`src/rtl/hid_keyboard_report_keeper_unit_defines.svh`:
```
// assertion helpers used by the report keeper rtl
`ifndef HID_KEYBOARD_REPORT_KEEPER_UNIT_DEFINES_SVH
`define HID_KEYBOARD_REPORT_KEEPER_UNIT_DEFINES_SVH

// same-cycle implication
`define HKRK_ASSERT_NOW(label, clk, rst_n, ante, cons) \
    label: assert property (@(posedge clk) disable iff (!rst_n) (ante) |-> (cons)) \
        else $error("hkrk check failed");

// next-cycle implication
`define HKRK_ASSERT_NEXT(label, clk, rst_n, ante, cons) \
    label: assert property (@(posedge clk) disable iff (!rst_n) (ante) |=> (cons)) \
        else $error("hkrk check failed");

`endif

```
`src/rtl/hkrk_pkg.sv`:
```
`default_nettype none

package hkrk_pkg;

    localparam int KEY_W     = 8;
    localparam int OUT_SLOTS = 6;
    localparam int IN_DATA_W  = 16;
    localparam int OUT_DATA_W = KEY_W * (OUT_SLOTS + 1);

    localparam logic [1:0] OP_PRESS   = 2'd0;
    localparam logic [1:0] OP_RELEASE = 2'd1;
    localparam logic [1:0] OP_CLEAR   = 2'd2;

    localparam logic [KEY_W-1:0] MOD_FIRST = 8'hE0;
    localparam logic [KEY_W-1:0] MOD_END   = 8'hE8;

    typedef enum logic [1:0] {
        ST_IDLE,
        ST_WALK,
        ST_FIN
    } t_state;

    typedef struct packed {
        logic             start;
        logic             press;
        logic [KEY_W-1:0] key;
    } t_walk_cmd;

endpackage

`default_nettype wire

```
`src/rtl/hid_keyboard_report_keeper_unit.sv`:
```
// Keeps a boot keyboard report: modifier byte plus SLOT_COUNT key slots, newest
// in slot 0. Each input word (op, key) gives one output word holding the report
// after the operation: modifiers in bits 7:0, then slot0 to slot5 a byte each.
// A press of a nonzero non-modifier key or a release of a nonzero key walks the
// slots through one shared compare unit, one slot per cycle; every other word
// skips the walk. The input side is held off while a word is in work.
// A finished report waits in the output register and does not stop the
// next word being taken.
`default_nettype none

module hid_keyboard_report_keeper_unit #(
    parameter int SLOT_COUNT = 6
) (
    input  wire                                i_clk,
    input  wire                                i_rst_n,
    input  wire                                i_s_axis_tvalid,
    output logic                               o_s_axis_tready,
    // op, key, zero pad
    input  wire  [hkrk_pkg::IN_DATA_W-1:0]     i_s_axis_tdata,
    output logic                               o_m_axis_tvalid,
    input  wire                                i_m_axis_tready,
    // modifiers, slot0, slot1, slot2, slot3, slot4, slot5
    output logic [hkrk_pkg::OUT_DATA_W-1:0]    o_m_axis_tdata
);

`include "hid_keyboard_report_keeper_unit_defines.svh"

    localparam int KW = hkrk_pkg::KEY_W;

    hkrk_pkg::t_state r_state;
    hkrk_pkg::t_state n_state;

    logic [KW-1:0]                   r_mod;
    logic [KW-1:0]                   n_mod;
    logic [SLOT_COUNT-1:0][KW-1:0]   r_slots;
    logic [SLOT_COUNT-1:0][KW-1:0]   n_slots;
    logic [1:0]                      r_op;
    logic [KW-1:0]                   r_key;
    logic                            r_out_valid;
    logic [hkrk_pkg::OUT_DATA_W-1:0] r_out_data;
    logic [hkrk_pkg::OUT_DATA_W-1:0] n_out_data;

    logic [1:0]                      w_in_op;
    logic [KW-1:0]                   w_in_key;
    logic                            w_in_mod;
    logic                            w_accept;
    logic                            w_need_walk;
    logic                            w_ready;
    logic                            w_load;
    logic                            w_key_mod;
    logic [KW-1:0]                   w_mod_bit;
    logic                            w_done;
    logic [SLOT_COUNT-1:0][KW-1:0]   w_walk_slots;
    hkrk_pkg::t_walk_cmd             w_cmd;

    assign w_in_op  = i_s_axis_tdata[1:0];
    assign w_in_key = i_s_axis_tdata[KW+1:2];
    assign w_in_mod = (w_in_key >= hkrk_pkg::MOD_FIRST) && (w_in_key < hkrk_pkg::MOD_END);
    assign w_accept = i_s_axis_tvalid && w_ready;

    assign w_need_walk = (w_in_key != '0) &&
                         (((w_in_op == hkrk_pkg::OP_PRESS) && !w_in_mod) ||
                          (w_in_op == hkrk_pkg::OP_RELEASE));

    assign w_key_mod = (r_key >= hkrk_pkg::MOD_FIRST) && (r_key < hkrk_pkg::MOD_END);
    assign w_mod_bit = KW'(1) << r_key[2:0];

    // next state
    always_comb begin
        n_state = r_state;
        unique case (r_state)
            hkrk_pkg::ST_IDLE: begin
                if (w_accept) begin
                    n_state = w_need_walk ? hkrk_pkg::ST_WALK : hkrk_pkg::ST_FIN;
                end
            end
            hkrk_pkg::ST_WALK: begin
                if (w_done) begin
                    n_state = hkrk_pkg::ST_FIN;
                end
            end
            hkrk_pkg::ST_FIN: begin
                if (w_load) begin
                    n_state = hkrk_pkg::ST_IDLE;
                end
            end
            default: n_state = hkrk_pkg::ST_IDLE;
        endcase
    end

    // state outputs
    always_comb begin
        w_ready     = 1'b0;
        w_load      = 1'b0;
        w_cmd.start = 1'b0;
        w_cmd.press = (w_in_op == hkrk_pkg::OP_PRESS);
        w_cmd.key   = w_in_key;
        unique case (r_state)
            hkrk_pkg::ST_IDLE: begin
                w_ready     = 1'b1;
                w_cmd.start = i_s_axis_tvalid && w_need_walk;
            end
            hkrk_pkg::ST_WALK: begin
            end
            hkrk_pkg::ST_FIN: begin
                w_load = !r_out_valid || i_m_axis_tready;
            end
            default: begin
            end
        endcase
    end

    hkrk_slot_walk #(
        .SLOT_COUNT (SLOT_COUNT)
    ) u_walk (
        .i_clk   (i_clk),
        .i_rst_n (i_rst_n),
        .i_cmd   (w_cmd),
        .i_slots (r_slots),
        .o_done  (w_done),
        .o_slots (w_walk_slots)
    );

    // report after the operation
    always_comb begin
        n_mod   = r_mod;
        n_slots = r_slots;
        unique case (r_op)
            hkrk_pkg::OP_PRESS: begin
                if (w_key_mod) begin
                    n_mod = r_mod | w_mod_bit;
                end else if (r_key != '0) begin
                    n_slots = w_walk_slots;
                end
            end
            hkrk_pkg::OP_RELEASE: begin
                if (r_key != '0) begin
                    if (w_key_mod) begin
                        n_mod = r_mod & ~w_mod_bit;
                    end
                    n_slots = w_walk_slots;
                end
            end
            hkrk_pkg::OP_CLEAR: begin
                n_slots = '0;
            end
            default: begin
            end
        endcase
    end

    assign n_out_data[KW-1:0] = n_mod;

    for (genvar g = 0; g < hkrk_pkg::OUT_SLOTS; g++) begin : g_out
        if (g < SLOT_COUNT) begin : g_used
            assign n_out_data[KW*(g+1) +: KW] = n_slots[g];
        end else begin : g_empty
            assign n_out_data[KW*(g+1) +: KW] = '0;
        end
    end

    always_ff @(posedge i_clk) begin
        if (!i_rst_n) begin
            r_state     <= hkrk_pkg::ST_IDLE;
            r_mod       <= '0;
            r_slots     <= '0;
            r_out_valid <= 1'b0;
        end else begin
            r_state <= n_state;
            if (w_load) begin
                r_mod       <= n_mod;
                r_slots     <= n_slots;
                r_out_valid <= 1'b1;
            end else if (i_m_axis_tready) begin
                r_out_valid <= 1'b0;
            end
        end
    end

    always_ff @(posedge i_clk) begin
        if (w_accept) begin
            r_op  <= w_in_op;
            r_key <= w_in_key;
        end
        if (w_load) begin
            r_out_data <= n_out_data;
        end
    end

    assign o_s_axis_tready = w_ready;
    assign o_m_axis_tvalid = r_out_valid;
    assign o_m_axis_tdata  = r_out_data;

    `HKRK_ASSERT_NEXT(a_walk_starts, i_clk, i_rst_n,
        w_accept && w_need_walk, r_state == hkrk_pkg::ST_WALK)
    `HKRK_ASSERT_NOW(a_done_in_walk, i_clk, i_rst_n,
        w_done, r_state == hkrk_pkg::ST_WALK)
    `HKRK_ASSERT_NEXT(a_load_shows, i_clk, i_rst_n,
        w_load, o_m_axis_tvalid && (r_state == hkrk_pkg::ST_IDLE))

endmodule

`default_nettype wire

```
`src/rtl/hkrk_slot_walk.sv`:
```
`default_nettype none

module hkrk_slot_walk #(
    parameter int SLOT_COUNT = 6
) (
    input  wire                                           i_clk,
    input  wire                                           i_rst_n,
    input  wire  hkrk_pkg::t_walk_cmd                     i_cmd,
    input  wire  [SLOT_COUNT-1:0][hkrk_pkg::KEY_W-1:0]    i_slots,
    output logic                                          o_done,
    output logic [SLOT_COUNT-1:0][hkrk_pkg::KEY_W-1:0]    o_slots
);

    localparam int IDX_W  = (SLOT_COUNT > 1) ? $clog2(SLOT_COUNT) : 1;
    localparam int CNT_W  = $clog2(SLOT_COUNT + 1);
    localparam int SLOT_W = SLOT_COUNT * hkrk_pkg::KEY_W;

    logic                                       r_busy;
    logic                                       r_done;
    logic [IDX_W-1:0]                           r_cnt;
    logic [CNT_W-1:0]                           r_dst;
    logic [hkrk_pkg::KEY_W-1:0]                 r_key;
    logic [SLOT_COUNT-1:0][hkrk_pkg::KEY_W-1:0] r_src;
    logic [SLOT_COUNT-1:0][hkrk_pkg::KEY_W-1:0] r_work;

    logic [hkrk_pkg::KEY_W-1:0] w_head;
    logic                       w_keep;

    // one compare per cycle during a walk, against the newest unvisited slot
    assign w_head = r_src[0];
    assign w_keep = (w_head != r_key) && (r_dst < CNT_W'(SLOT_COUNT));

    always_ff @(posedge i_clk) begin
        if (!i_rst_n) begin
            r_busy <= 1'b0;
            r_done <= 1'b0;
        end else begin
            r_done <= 1'b0;
            if (i_cmd.start) begin
                r_busy <= 1'b1;
            end else if (r_busy && (r_cnt == IDX_W'(SLOT_COUNT - 1))) begin
                r_busy <= 1'b0;
                r_done <= 1'b1;
            end
        end
    end

    always_ff @(posedge i_clk) begin
        if (i_cmd.start) begin
            r_src <= i_slots;
            r_key <= i_cmd.key;
            r_cnt <= '0;
            if (i_cmd.press) begin
                r_work <= SLOT_W'(i_cmd.key);
                r_dst  <= CNT_W'(1);
            end else begin
                r_work <= '0;
                r_dst  <= '0;
            end
        end else if (r_busy) begin
            r_src <= r_src >> hkrk_pkg::KEY_W;
            r_cnt <= r_cnt + IDX_W'(1);
            if (w_keep) begin
                r_work[r_dst[IDX_W-1:0]] <= w_head;
                r_dst                    <= r_dst + CNT_W'(1);
            end
        end
    end

    assign o_done  = r_done;
    assign o_slots = r_work;

endmodule

`default_nettype wire

```
`config.mk`:
```
export PLATFORM = sky130hd
export DESIGN_NAME = hid_keyboard_report_keeper_unit
export DESIGN_NICKNAME = d
export VERILOG_FILES = /design/src/rtl/hkrk_pkg.sv /design/src/rtl/hid_keyboard_report_keeper_unit.sv /design/src/rtl/hkrk_slot_walk.sv
export VERILOG_INCLUDE_DIRS = /design/src /design/src/rtl
export SDC_FILE = /design/constraint.sdc
export NUM_CORES = 1
export LEC_CHECK = 0
export ABC_CLOCK_PERIOD_IN_PS = 7750
export BUFFER_PORTS_ARGS = -buffer_cell sky130_fd_sc_hd__buf_2
export CAP_MARGIN = 40
export CELL_PAD_IN_SITES_DETAIL_PLACEMENT = 0
export CELL_PAD_IN_SITES_GLOBAL_PLACEMENT = 1
export CORE_ASPECT_RATIO = 1.75
export CORE_MARGIN = 10
export CORE_UTILIZATION = 30
export CTS_BUF_LIST = sky130_fd_sc_hd__clkbuf_4
export CTS_CLUSTER_DIAMETER = 100
export DETAILED_ROUTE_END_ITERATION = 7
export GPL_TIMING_DRIVEN = 0
export PLACE_DENSITY = 0.51
export SETUP_SLACK_MARGIN = 0.3
export SLEW_MARGIN = 20
export SYNTH_ARGS = -nofsm -noshare
export SYNTH_HDL_FRONTEND = slang
export SYNTH_HIERARCHICAL = 1
export SYNTH_SLANG_ARGS = --single-unit
```
`constraint.sdc`:
```
create_clock -name i_clk -period 7.75 [get_ports i_clk]
set_input_delay 0.3875 -clock i_clk [delete_from_list [all_inputs] [get_ports i_clk]]
set_output_delay 0.3875 -clock i_clk [all_outputs]
set_load 0.01 [all_outputs]
```
==> impl_metrics.ini, run 1 <==
[clocking]
insertion_delay_ps = 740
cts_setup_buffers = 0
clockBufferDepth = 3
cts_root_buffer = clkbuf_4
htree_levels = 2
postCtsHoldBufs = 13
cts.clk_slew.worst_paths_ps = 60
cts_buffers = 58
cts_sinks = 237
post_cts_resized = 0
cts_tree = built

[status]
status = finished clean

[detailed_routing]
routed_via_density = 4.459
first_pass_iters = 4
num_vias = 6728
drtIter0Drc = 237
highest_layer = met4
drt-met1-wl_um = 10610
drcViolationCount = 0
finalWirelength_um = 28330
met3WireLength_um = 1157
ant_nets = 0
wl_met2_um = 15830
wire_per_inst_um = 18.77

[layout]
most-common-layout-cells = 175 x nand2_1, 173 x edfxtp_1, 137 x mux2i_1, 98 x clkbuf_4, 92 x buf_2
syn_to_final_growth_pct = 18.89
multi_input_area_mm2 = 0.003451
seq_area_mm2 = 0.006476
layout_commonest_cell = nand2_1
drive_above_1_share = 0.2567
layout.nets = 1025
n_fill_cell = 3541
fin_area_mm2 = 0.01246

[floorplan]
die_x_um = 161.3
fp.dieH_um = 267.2
start_util = 0.3040
ioPinCount = 78
coreArea_mm2 = 0.03446
rows = 90
die-area_mm2 = 0.04309

[power]
leakage_uw = 0.005264
irDropWorstVdd_mv = 0.09068
p_per_area_mw_per_mm2 = 246.1

[timing]
fmax_ghz = 0.3578
fin_crit_ps = 2795
finalSetupTns_ps = 0
worst_pin_slew_ps = 770.6
fin_ws_ps = 4955
finalClockSkew_ps = 51.01
setup_viol = 0
report.final.slew_viol_count = 0
finalHoldViolations = 0
fin_crit_sh = 0.3606
max-slew-margin-rel = 0.4863
rsz0062_at_grt = no

[placed_design]
io_buffers = 71
place_worst_setup_slack_ps = 4784
dp_hpwl_um = 19930
place.gp.congestion = 0.7370
place_area_mm2 = 0.01150

[critical_path]
startpoint_type = input pin
path_class = input pin to flip-flop
critPathMaxFanout = 48
cp.arrival_ps = 3110
worst_ep_required_time_ps = 8070
cp-end-kind = flip-flop
r2r_setup_slack_ps = 5090

[yosys]
avgSynthCellArea_um2 = 12.28
syn-cell-area_mm2 = 0.01048
seq_area_frac_synth = 0.6182
syn_inst = 853
synth-seq-cells = 237
synth_nets = 876
synth_warnings = 6
ys_types = 45

[job]
max-cap-violations = 0

[grt]
antenna_found_initial = 1
grt_pass1_vias = 7224
gr-usage-all-layers = 0.1321
grt_pass1_wl_um = 43410
grt_max_degree = 49
overflow = 0

[hold_path]
min_path_type = input pin to flip-flop
[stage by stage]
step           total power, uW    util  hold WS [ps]  instances
2_1_floorplan             1807       -         438.2        853
3_3_place_gp              1948  0.3310         446.1       1384
3_5_place_dp              1958  0.3339         456.7       1389
4_1_cts                   3133  0.3614         341.7       1508
5_1_grt                   3230  0.3615         383.6       1509
6_report                  3066  0.3615         415.7       1509
[cells by family (layout without fill, tap and decap cells)]
family / after synthesis / in the layout / share of synthesized area
simple gates: 270 / 270 / 0.1136
buf+inv: 111 / 306 / 0.05410
flops: 237 / 237 / 0.6182
xor+xnor: 11 / 11 / 0.009197
fa+ha+maj: 3 / 3 / 0.003583
other cells: 0 / 1 / 0
mux: 177 / 177 / 0.1739
compound gates: 44 / 44 / 0.02747
[critical path: stages]
cell and delay (ps):
dlygate4sd3_1 540, buf_2 170, and4b_1 200, a21oi_1 110
nor3_1 100, nor4b_2 240, buf_2 240, buf_4 220
buf_4 210, or2_4 620
[power breakdown]
group          total [uW]  switching [uW]  internal [uW]
logic                 378             231            147
clock network        1140             514            630
registers            1540            53.3           1490
total                3070             798           2270
[routing by layer]
metal / GRT usage / vias to the layer above
li1: - / 3290
met3: 0.02798 / 48
met1: 0.1337 / 3264
met5: 0 / -
met2: 0.2549 / 126
met4: 0.05206 / 0
[worst paths after layout]
check,end,cells past startpoint,startpoint
worst min-delay path,r_op[0],2,i_s_axis_tdata[0]
worst max register to register,u_walk/r_src[20],6,r_state[0]
worst min register to register,r_mod[6],2,r_mod[6]
worst max-delay path,u_walk/r_src[20],10,i_s_axis_tdata[7]
[synth_stat cells (all sizes together)]
cell type / number / area share
mux2i: 137 / 0.13
mux2: 40 / 0.043
o31a: 1 / 0.00084
a31o: 2 / 0.0017
inv: 51 / 0.018
a31oi: 8 / 0.0048
clkbuf: 19 / 0.0069
nor2: 39 / 0.015
and4b: 1 / 0.00096
buf: 41 / 0.029
or2: 2 / 0.0012
nand2: 176 / 0.063
a211oi: 1 / 0.00072
and3b: 1 / 0.00084
o311a: 1 / 0.00096
dfxtp: 64 / 0.12
a21oi: 20 / 0.0096
and2: 11 / 0.0066
nand3b: 2 / 0.0014
o22ai: 1 / 0.00060
nor4: 7 / 0.0056
nand2b: 5 / 0.0030
o21bai: 1 / 0.00072
nor4b: 2 / 0.0017
ha: 3 / 0.0036
o32ai: 1 / 0.00084
or4: 1 / 0.0011
edfxtp: 173 / 0.50
nor3b: 4 / 0.0033
nor3: 6 / 0.0029
nand3: 10 / 0.0053
nor2b: 3 / 0.0018
a22o: 8 / 0.0068
xnor2: 2 / 0.0017
xor2: 9 / 0.0075
[cell type report]
type,instances,share of cell area
Sequential cell,237,0.5199
Multi-Input combinational cell,505,0.2770
Clock buffer,98,0.05907
Inverter,51,0.01537
Clock inverter,8,0.006630
Timing Repair Buffer,89,0.04540
Tap cell,460,0.04621
Antenna cell,1,0.0002009
Buffer,60,0.03014
[state kept, by name, indices dropped and copies added (netlist names), 3 cells and up]
register        count
u_walk/w_head       8
r_mod               8
r_slots            48
u_walk/r_src       40
r_key               8
u_walk/r_dst        3
u_walk/r_key        8
o_m_axis_tdata     56
u_walk/r_cnt        3
u_walk/o_slots     48
(Power assumes the default switching activity.)
==> run 2, diff against run 1 <==
--- a/config.mk
+++ b/config.mk
@@ -6,7 +6,7 @@
 export SDC_FILE = /design/constraint.sdc
 export NUM_CORES = 1
 export LEC_CHECK = 0
-export ABC_CLOCK_PERIOD_IN_PS = 7750
+export ABC_CLOCK_PERIOD_IN_PS = 2700
 export BUFFER_PORTS_ARGS = -buffer_cell sky130_fd_sc_hd__buf_2
 export CAP_MARGIN = 40
 export CELL_PAD_IN_SITES_DETAIL_PLACEMENT = 0
==> constraint.sdc (replaced) <==
create_clock -name i_clk -period 2.7 [get_ports i_clk]
set_input_delay 0.135 -clock i_clk [delete_from_list [all_inputs] [get_ports i_clk]]
set_output_delay 0.135 -clock i_clk [all_outputs]
set_load 0.01 [all_outputs]
==> run 2 against run 1 <==
Non-clock buffer count fell by 1. Utilization barely moved. Sequential share of layout area rose by 0.068 points. Sequential power rose to 2.9 times the previous value. Clock power rose to 2.7 times the previous value. Sequential cell count did not move. Critical path depth fell by 5. Die area did not move. Routed wire length rose by 2.4%.
==> impl_metrics.ini, run 2 (synthesized netlist as in run 1, its figures left out) <==
[status]
status = finished clean

[power]
power_uw = 8616
irDropWorstVdd_mv = 0.2954
swShare = 0.2738
seq_power_share = 0.514
p_sw_uw = 2359
clkPwrFrac = 0.358
internal_power_uw = 6257
leakage_uw = 0.005251
combPwrFrac = 0.128
p_per_area_mw_per_mm2 = 692.6

[critical_path]
endpoint = u_walk/r_src[21]
path_class = flip-flop to flip-flop
critPathMaxFanout = 24
path_delay_family = simple AND/OR/NAND/NOR gates
worstSetupPathDepth = 5
max_stage_delay_ps = 410
cp.arrival_ps = 2670
startpoint_type = flip-flop
worst_ep_required_time_ps = 3050
cp-end-kind = flip-flop
path_buf_inv = 2
r2r_setup_slack_ps = 380
crit_path_frequent_cell = buf_4
reg2reg_to = u_walk/r_src[21]
reg2reg_depth = 5
worstSetupStartpoint = r_state[1]
crit_chain = or2_2, nor4b_4, buf_4, buf_4, or2_4
r2r-start = r_state[1]
slowest_stage = or2_4

[clocking]
cts_sinks = 237
htree_levels = 2
clockBufferDepth = 3
cts_buffers = 60
cts_tree = built
cts.clk_slew.worst_paths_ps = 60
insertion_delay_ps = 730
cts_root_buffer = clkbuf_4

[timing]
setup_viol = 0
finalHoldViolations = 0
fmax_ghz = 0.4308
max-slew-margin-rel = 0.4888
fin_crit_sh = 0.8598
worst_pin_slew_ps = 766.8
holdWs_ps = 188.8
finalClockSkew_ps = 33.75
fin_crit_ps = 2322
rsz0062_at_grt = yes
fin_ws_ps = 378.5
report.final.slew_viol_count = 0

[grt]
gr-usage-all-layers = 0.1365
antenna_found_initial = 1
grt_pass1_vias = 7411
overflow = 0
grt_pass1_wl_um = 44720
grt_max_degree = 27

[detailed_routing]
drcViolationCount = 0
drtIter0Drc = 269
ant_nets = 0
first_pass_iters = 4
wire_per_inst_um = 19.10
routed_via_density = 4.457
finalWirelength_um = 29000
num_vias = 6765

[job]
max-cap-violations = 0

[placed_design]
place.gp.congestion = 0.7528
dp_hpwl_um = 19690
place_worst_setup_slack_ps = -396.0
io_buffers = 71

[floorplan]
die-area_mm2 = 0.04309
ioPinCount = 78
rows = 90
coreArea_mm2 = 0.03446
fp.dieH_um = 267.2
start_util = 0.3040
die_x_um = 161.3

[layout]
most-common-layout-cells = 175 x nand2_1, 173 x edfxtp_1, 137 x mux2i_1, 94 x clkbuf_4, 89 x buf_2
layout.nets = 1028
multi_input_area_mm2 = 0.003486
n_fill_cell = 3525
drive_above_1_share = 0.2528
layout_commonest_cell = nand2_1
seq_area_mm2 = 0.006476
largest_reg_flops = 56
syn_to_final_growth_pct = 18.74

[hold_path]
min_path_type = input pin to flip-flop
[run 2: changes by cell type in the layout (fill, tap and decap cells not counted), sizes merged]
cell / previous run / this run
clkinv: 6 / 19
inv: 51 / 53
dlygate4sd3: 13 / 14
bufinv: 2 / 0
or2: 2 / 3
clkbuf: 117 / 113
a31o: 2 / 3
buf: 117 / 113
diode: 1 / 2
[run 2: layout make-up]
cell class,instances,area share
plain buffers,60,0.03068
well taps,460,0.04627
multi-input cells,507,0.2802
repair buffers,88,0.04426
clock buffers,92,0.05552
flip-flops and latches,237,0.5206
clock inverters,21,0.006639
diodes,2,0.0004023
inverters,51,0.01539
[run 2: metal layers]
layer	up-vias	GRT usage	part of all wire
met5	-	0	0
met4	0	0.04663	0.024
met3	55	0.02752	0.036
met2	127	0.2661	0.56
met1	3270	0.1395	0.38
li1	3313	-	-
[run 2: repair_timing]
| item | in CTS | in global routing |
|---|---|---|
| hold buffers | 14 | 0 |
| gates resized for setup | 3 | 2 |
| buffers inserted | 1 | 0 |
| endpoints found under the setup margin | 187 | 45 |
| gates cloned | 2 | 0 |
| endpoints found under the hold margin | 49 | 0 |
| pin swaps | 2 | 1 |
[run 2: worst min-delay path by stage]
stage / from / to / slack, ps / cells past startpoint
2_1_floorplan: i_s_axis_tdata[2] / r_key[0] / 230 / 0
3_5_place_dp: i_s_axis_tdata[0] / r_op[0] / 380 / 1
5_1_grt: i_s_axis_tdata[0] / r_op[0] / 140 / 2
6_report: i_s_axis_tdata[0] / r_op[0] / 190 / 2
4_1_cts: i_s_axis_tdata[0] / r_op[0] / 110 / 2
3_3_place_gp: i_s_axis_tdata[0] / r_op[0] / 380 / 1
[run 2: through the flow]
step           setup TNS, ps    util  cell area [um^2]  std cells
2_1_floorplan              0       -             10500        853
3_3_place_gp          -65390  0.3318             11430       1384
3_5_place_dp          -40410  0.3332             11480       1386
4_1_cts                    0  0.3607             12430       1516
5_1_grt                    0  0.3610             12440       1518
6_report                   0  0.3610             12440       1518
[run 2: power groups by stage]
| stage | clock [uW] | combinational (uW) | sequential, uW |
|---|---|---|---|
| after floorplan | 0 | 711 | 4480 |
| after global placement | 0 | 1080 | 4510 |
| after detailed placement | 0 | 1100 | 4510 |
| after CTS | 3260 | 1130 | 4430 |
| after global routing | 3410 | 1230 | 4460 |
| final | 3090 | 1100 | 4430 |
==> run 3, diff against run 2 <==
--- a/config.mk
+++ b/config.mk
@@ -23,5 +23,4 @@
 export SLEW_MARGIN = 20
 export SYNTH_ARGS = -nofsm -noshare
 export SYNTH_HDL_FRONTEND = slang
-export SYNTH_HIERARCHICAL = 1
 export SYNTH_SLANG_ARGS = --single-unit
==> run 3 against run 2 <==
Sequential share of layout area up 1.6 points. Sequential cell count unchanged. Utilization up 0.33 points. Final cell count down 5.7%. Hold slack better by 29 ps. Critical path depth up 1. Setup slack better by 41 ps. Die area down 3.3%. Via count down 2.7%. Combinational power about the same. Power down 0.97%. Global-route usage down 0.43 points. Largest power group unchanged. Highest routed layer unchanged.
==> impl_metrics.ini, run 3 <==
[timing]
fmax_ghz = 0.4385
rsz0062_at_grt = no
max-slew-margin-rel = 0.4420
finalHoldViolations = 0
setup_viol = 0
fin_crit_ps = 2281
worst_pin_slew_ps = 835.2
finalClockSkew_ps = 59.29
fin_ws_ps = 419.3
fin_crit_sh = 0.8447
report.final.slew_viol_count = 0

[layout]
syn_to_final_growth_pct = 19.58
layout_commonest_cell = edfxtp_1
largest_reg_flops = 56
drive_above_1_share = 0.2625
most-common-layout-cells = 173 x edfxtp_1, 88 x clkbuf_4, 84 x buf_2, 76 x mux2i_1, 73 x nor2_1
utilization = 0.3643
final_cell_count_no_fill = 1432
layout.nets = 957

[floorplan]
rows = 88
die-area_mm2 = 0.04168
start_util = 0.3047
coreArea_mm2 = 0.03314
ioPinCount = 78
die_x_um = 158.7
fp.dieH_um = 262.7

[grt]
grt_util_met3 = 0.02881
grt_pass1_vias = 6784
grt_max_degree = 49
grt_pass1_wl_um = 41520
overflow = 0
grt_util_met2 = 0.2275
gr-usage-all-layers = 0.1322
busiest_layer = met2
antenna_found_initial = 1
use_met1 = 0.1464

[detailed_routing]
routed_via_density = 4.598
drtIter0Drc = 268
num_vias = 6584
wire_per_inst_um = 19.70
ant_nets = 0
drcViolationCount = 0
first_pass_iters = 5
finalWirelength_um = 28220

[critical_path]
cp-end-kind = flip-flop
worst_ep_required_time_ps = 3120
worstSetupPathDepth = 6
reg2reg_depth = 6
crit_chain = clkbuf_2, xor2_1, nor4_1, nand2_1, a31o_4, buf_12
path_buf_inv = 2
path_class = flip-flop to flip-flop
cp.arrival_ps = 2700
slowest_stage = nor4_1
max_stage_delay_ps = 380
path_delay_family = simple AND/OR/NAND/NOR gates
startpoint_type = flip-flop
critPathMaxFanout = 33

[clocking]
cts_tree = built
insertion_delay_ps = 720
cts.clk_slew.worst_paths_ps = 70
cts_sinks = 237
cts_buffers = 57
clockBufferDepth = 3
cts_root_buffer = clkbuf_4
htree_levels = 2
cts_setup_buffers = 0

[power]
leakage_uw = 0.004853
power_uw = 8533
clkPwrFrac = 0.355
p_per_area_mw_per_mm2 = 706.7
internal_power_uw = 6230
combPwrFrac = 0.128
irDropWorstVdd_mv = 0.2743
p_sw_uw = 2302
seq_power_share = 0.517
swShare = 0.2698

[yosys]
avgSynthCellArea_um2 = 12.85
synthArstFlopShare = 0
syn_inst = 786
synth-seq-cells = 237
synth_top_area_share = 0.5145
ys.flop_type = edfxtp_1
ys_types = 48
syn-cell-area_mm2 = 0.01010
synth_warnings = 0
synth_area_leader_cell = edfxtp_1
synth_edf_count = 173
synthTopCellsByCount = 173 x edfxtp_1, 78 x mux2i_1, 73 x nor2_1, 68 x nand2_1, 64 x dfxtp_1
yosysMostFrequentCell = edfxtp_1
seq_area_frac_synth = 0.6414
synth_nets = 809
synth_area_leaders = edfxtp_1 51%, dfxtp_1 13%, mux2i_1 7.7%

[hold_path]
min_path_type = input pin to flip-flop
holdPathStages = 2

[placed_design]
place_inst = 1310
io_buffers = 71
dp_hpwl_um = 18570
place_worst_setup_slack_ps = 97.10
place.gp.congestion = 0.7354

[status]
status = finished clean

[job]
max-cap-violations = 0
## run 3: cell count changes after synthesis, sizes merged, moves of 8 or more
| cell | delta |
|---|---|
| buf | -8 |
| a21oi | +13 |
| mux2i | -59 |
| nand2 | -108 |
| a22o | +40 |
| nor2 | +34 |
## run 3: kinds of logic after synthesis
family                   count (synthesis)  synth area share
flip-flops                             237            0.6414
XOR/XNOR                                11          0.009542
adder cells (fa/ha/maj)                  3          0.003718
AO/OA/AOI/OAI                          105           0.07559
AND/OR/NAND/NOR                        205           0.09467
multiplexers                           118            0.1256
buffers and inverters                  107           0.04944
## run 3: metal layers
metal | vias up | share of wire
met3 | 60 | 0.050
met4 | 0 | 0.045
met1 | 3187 | 0.39
met2 | 173 | 0.52
met5 | - | 0
li1 | 3164 | -
## run 3: final timing paths
kind                      from                  to  slack [ps]
min reg2reg  u_walk.o_slots[7]          r_slots[7]         460
max           u_walk.w_head[6]  u_walk.o_slots[28]         420
max reg2reg   u_walk.w_head[6]  u_walk.o_slots[28]         420
min          i_s_axis_tdata[1]             r_op[1]         220
## run 3: metrics by stage
stage               hold WS (ps)  instance area, um^2  setup TNS (ps)
finish                     217.4                12070               0
global route               155.5                12070               0
CTS                        142.3                12000               0
detailed placement         340.4                11080               0
global placement           335.9                11020          -56620
floorplan                  233.9                10100               0
## run 3: repair_timing
item / 4_1_cts / 5_1_grt
resized for setup: 11 / 22
setup endpoints to repair: 127 / 138
hold endpoints to repair: 37 / 0
cloned: 0 / 2
hold buffers: 13 / 0
## run 3: power by group through the flow
stage / registers (uW) / clock network, uW / logic (uW)
floorplan: 4460 / 0 / 674
global placement: 4490 / 0 / 1040
detailed placement: 4490 / 0 / 1070
CTS: 4410 / 3160 / 1100
global route: 4440 / 3330 / 1210
finish: 4410 / 3030 / 1100
## run 3: area by class of cell
class / count / area, um^2
Fill cell: 3314 / 21070
Sequential cell: 237 / 6476
Multi-Input combinational cell: 443 / 3199
Clock buffer: 86 / 645.6
Tap cell: 450 / 563.0
Timing Repair Buffer: 87 / 530.5
Buffer: 54 / 320.3
Inverter: 53 / 225.2
Clock inverter: 18 / 97.59
Timing Repair inverter: 1 / 8.758
Antenna cell: 3 / 7.507
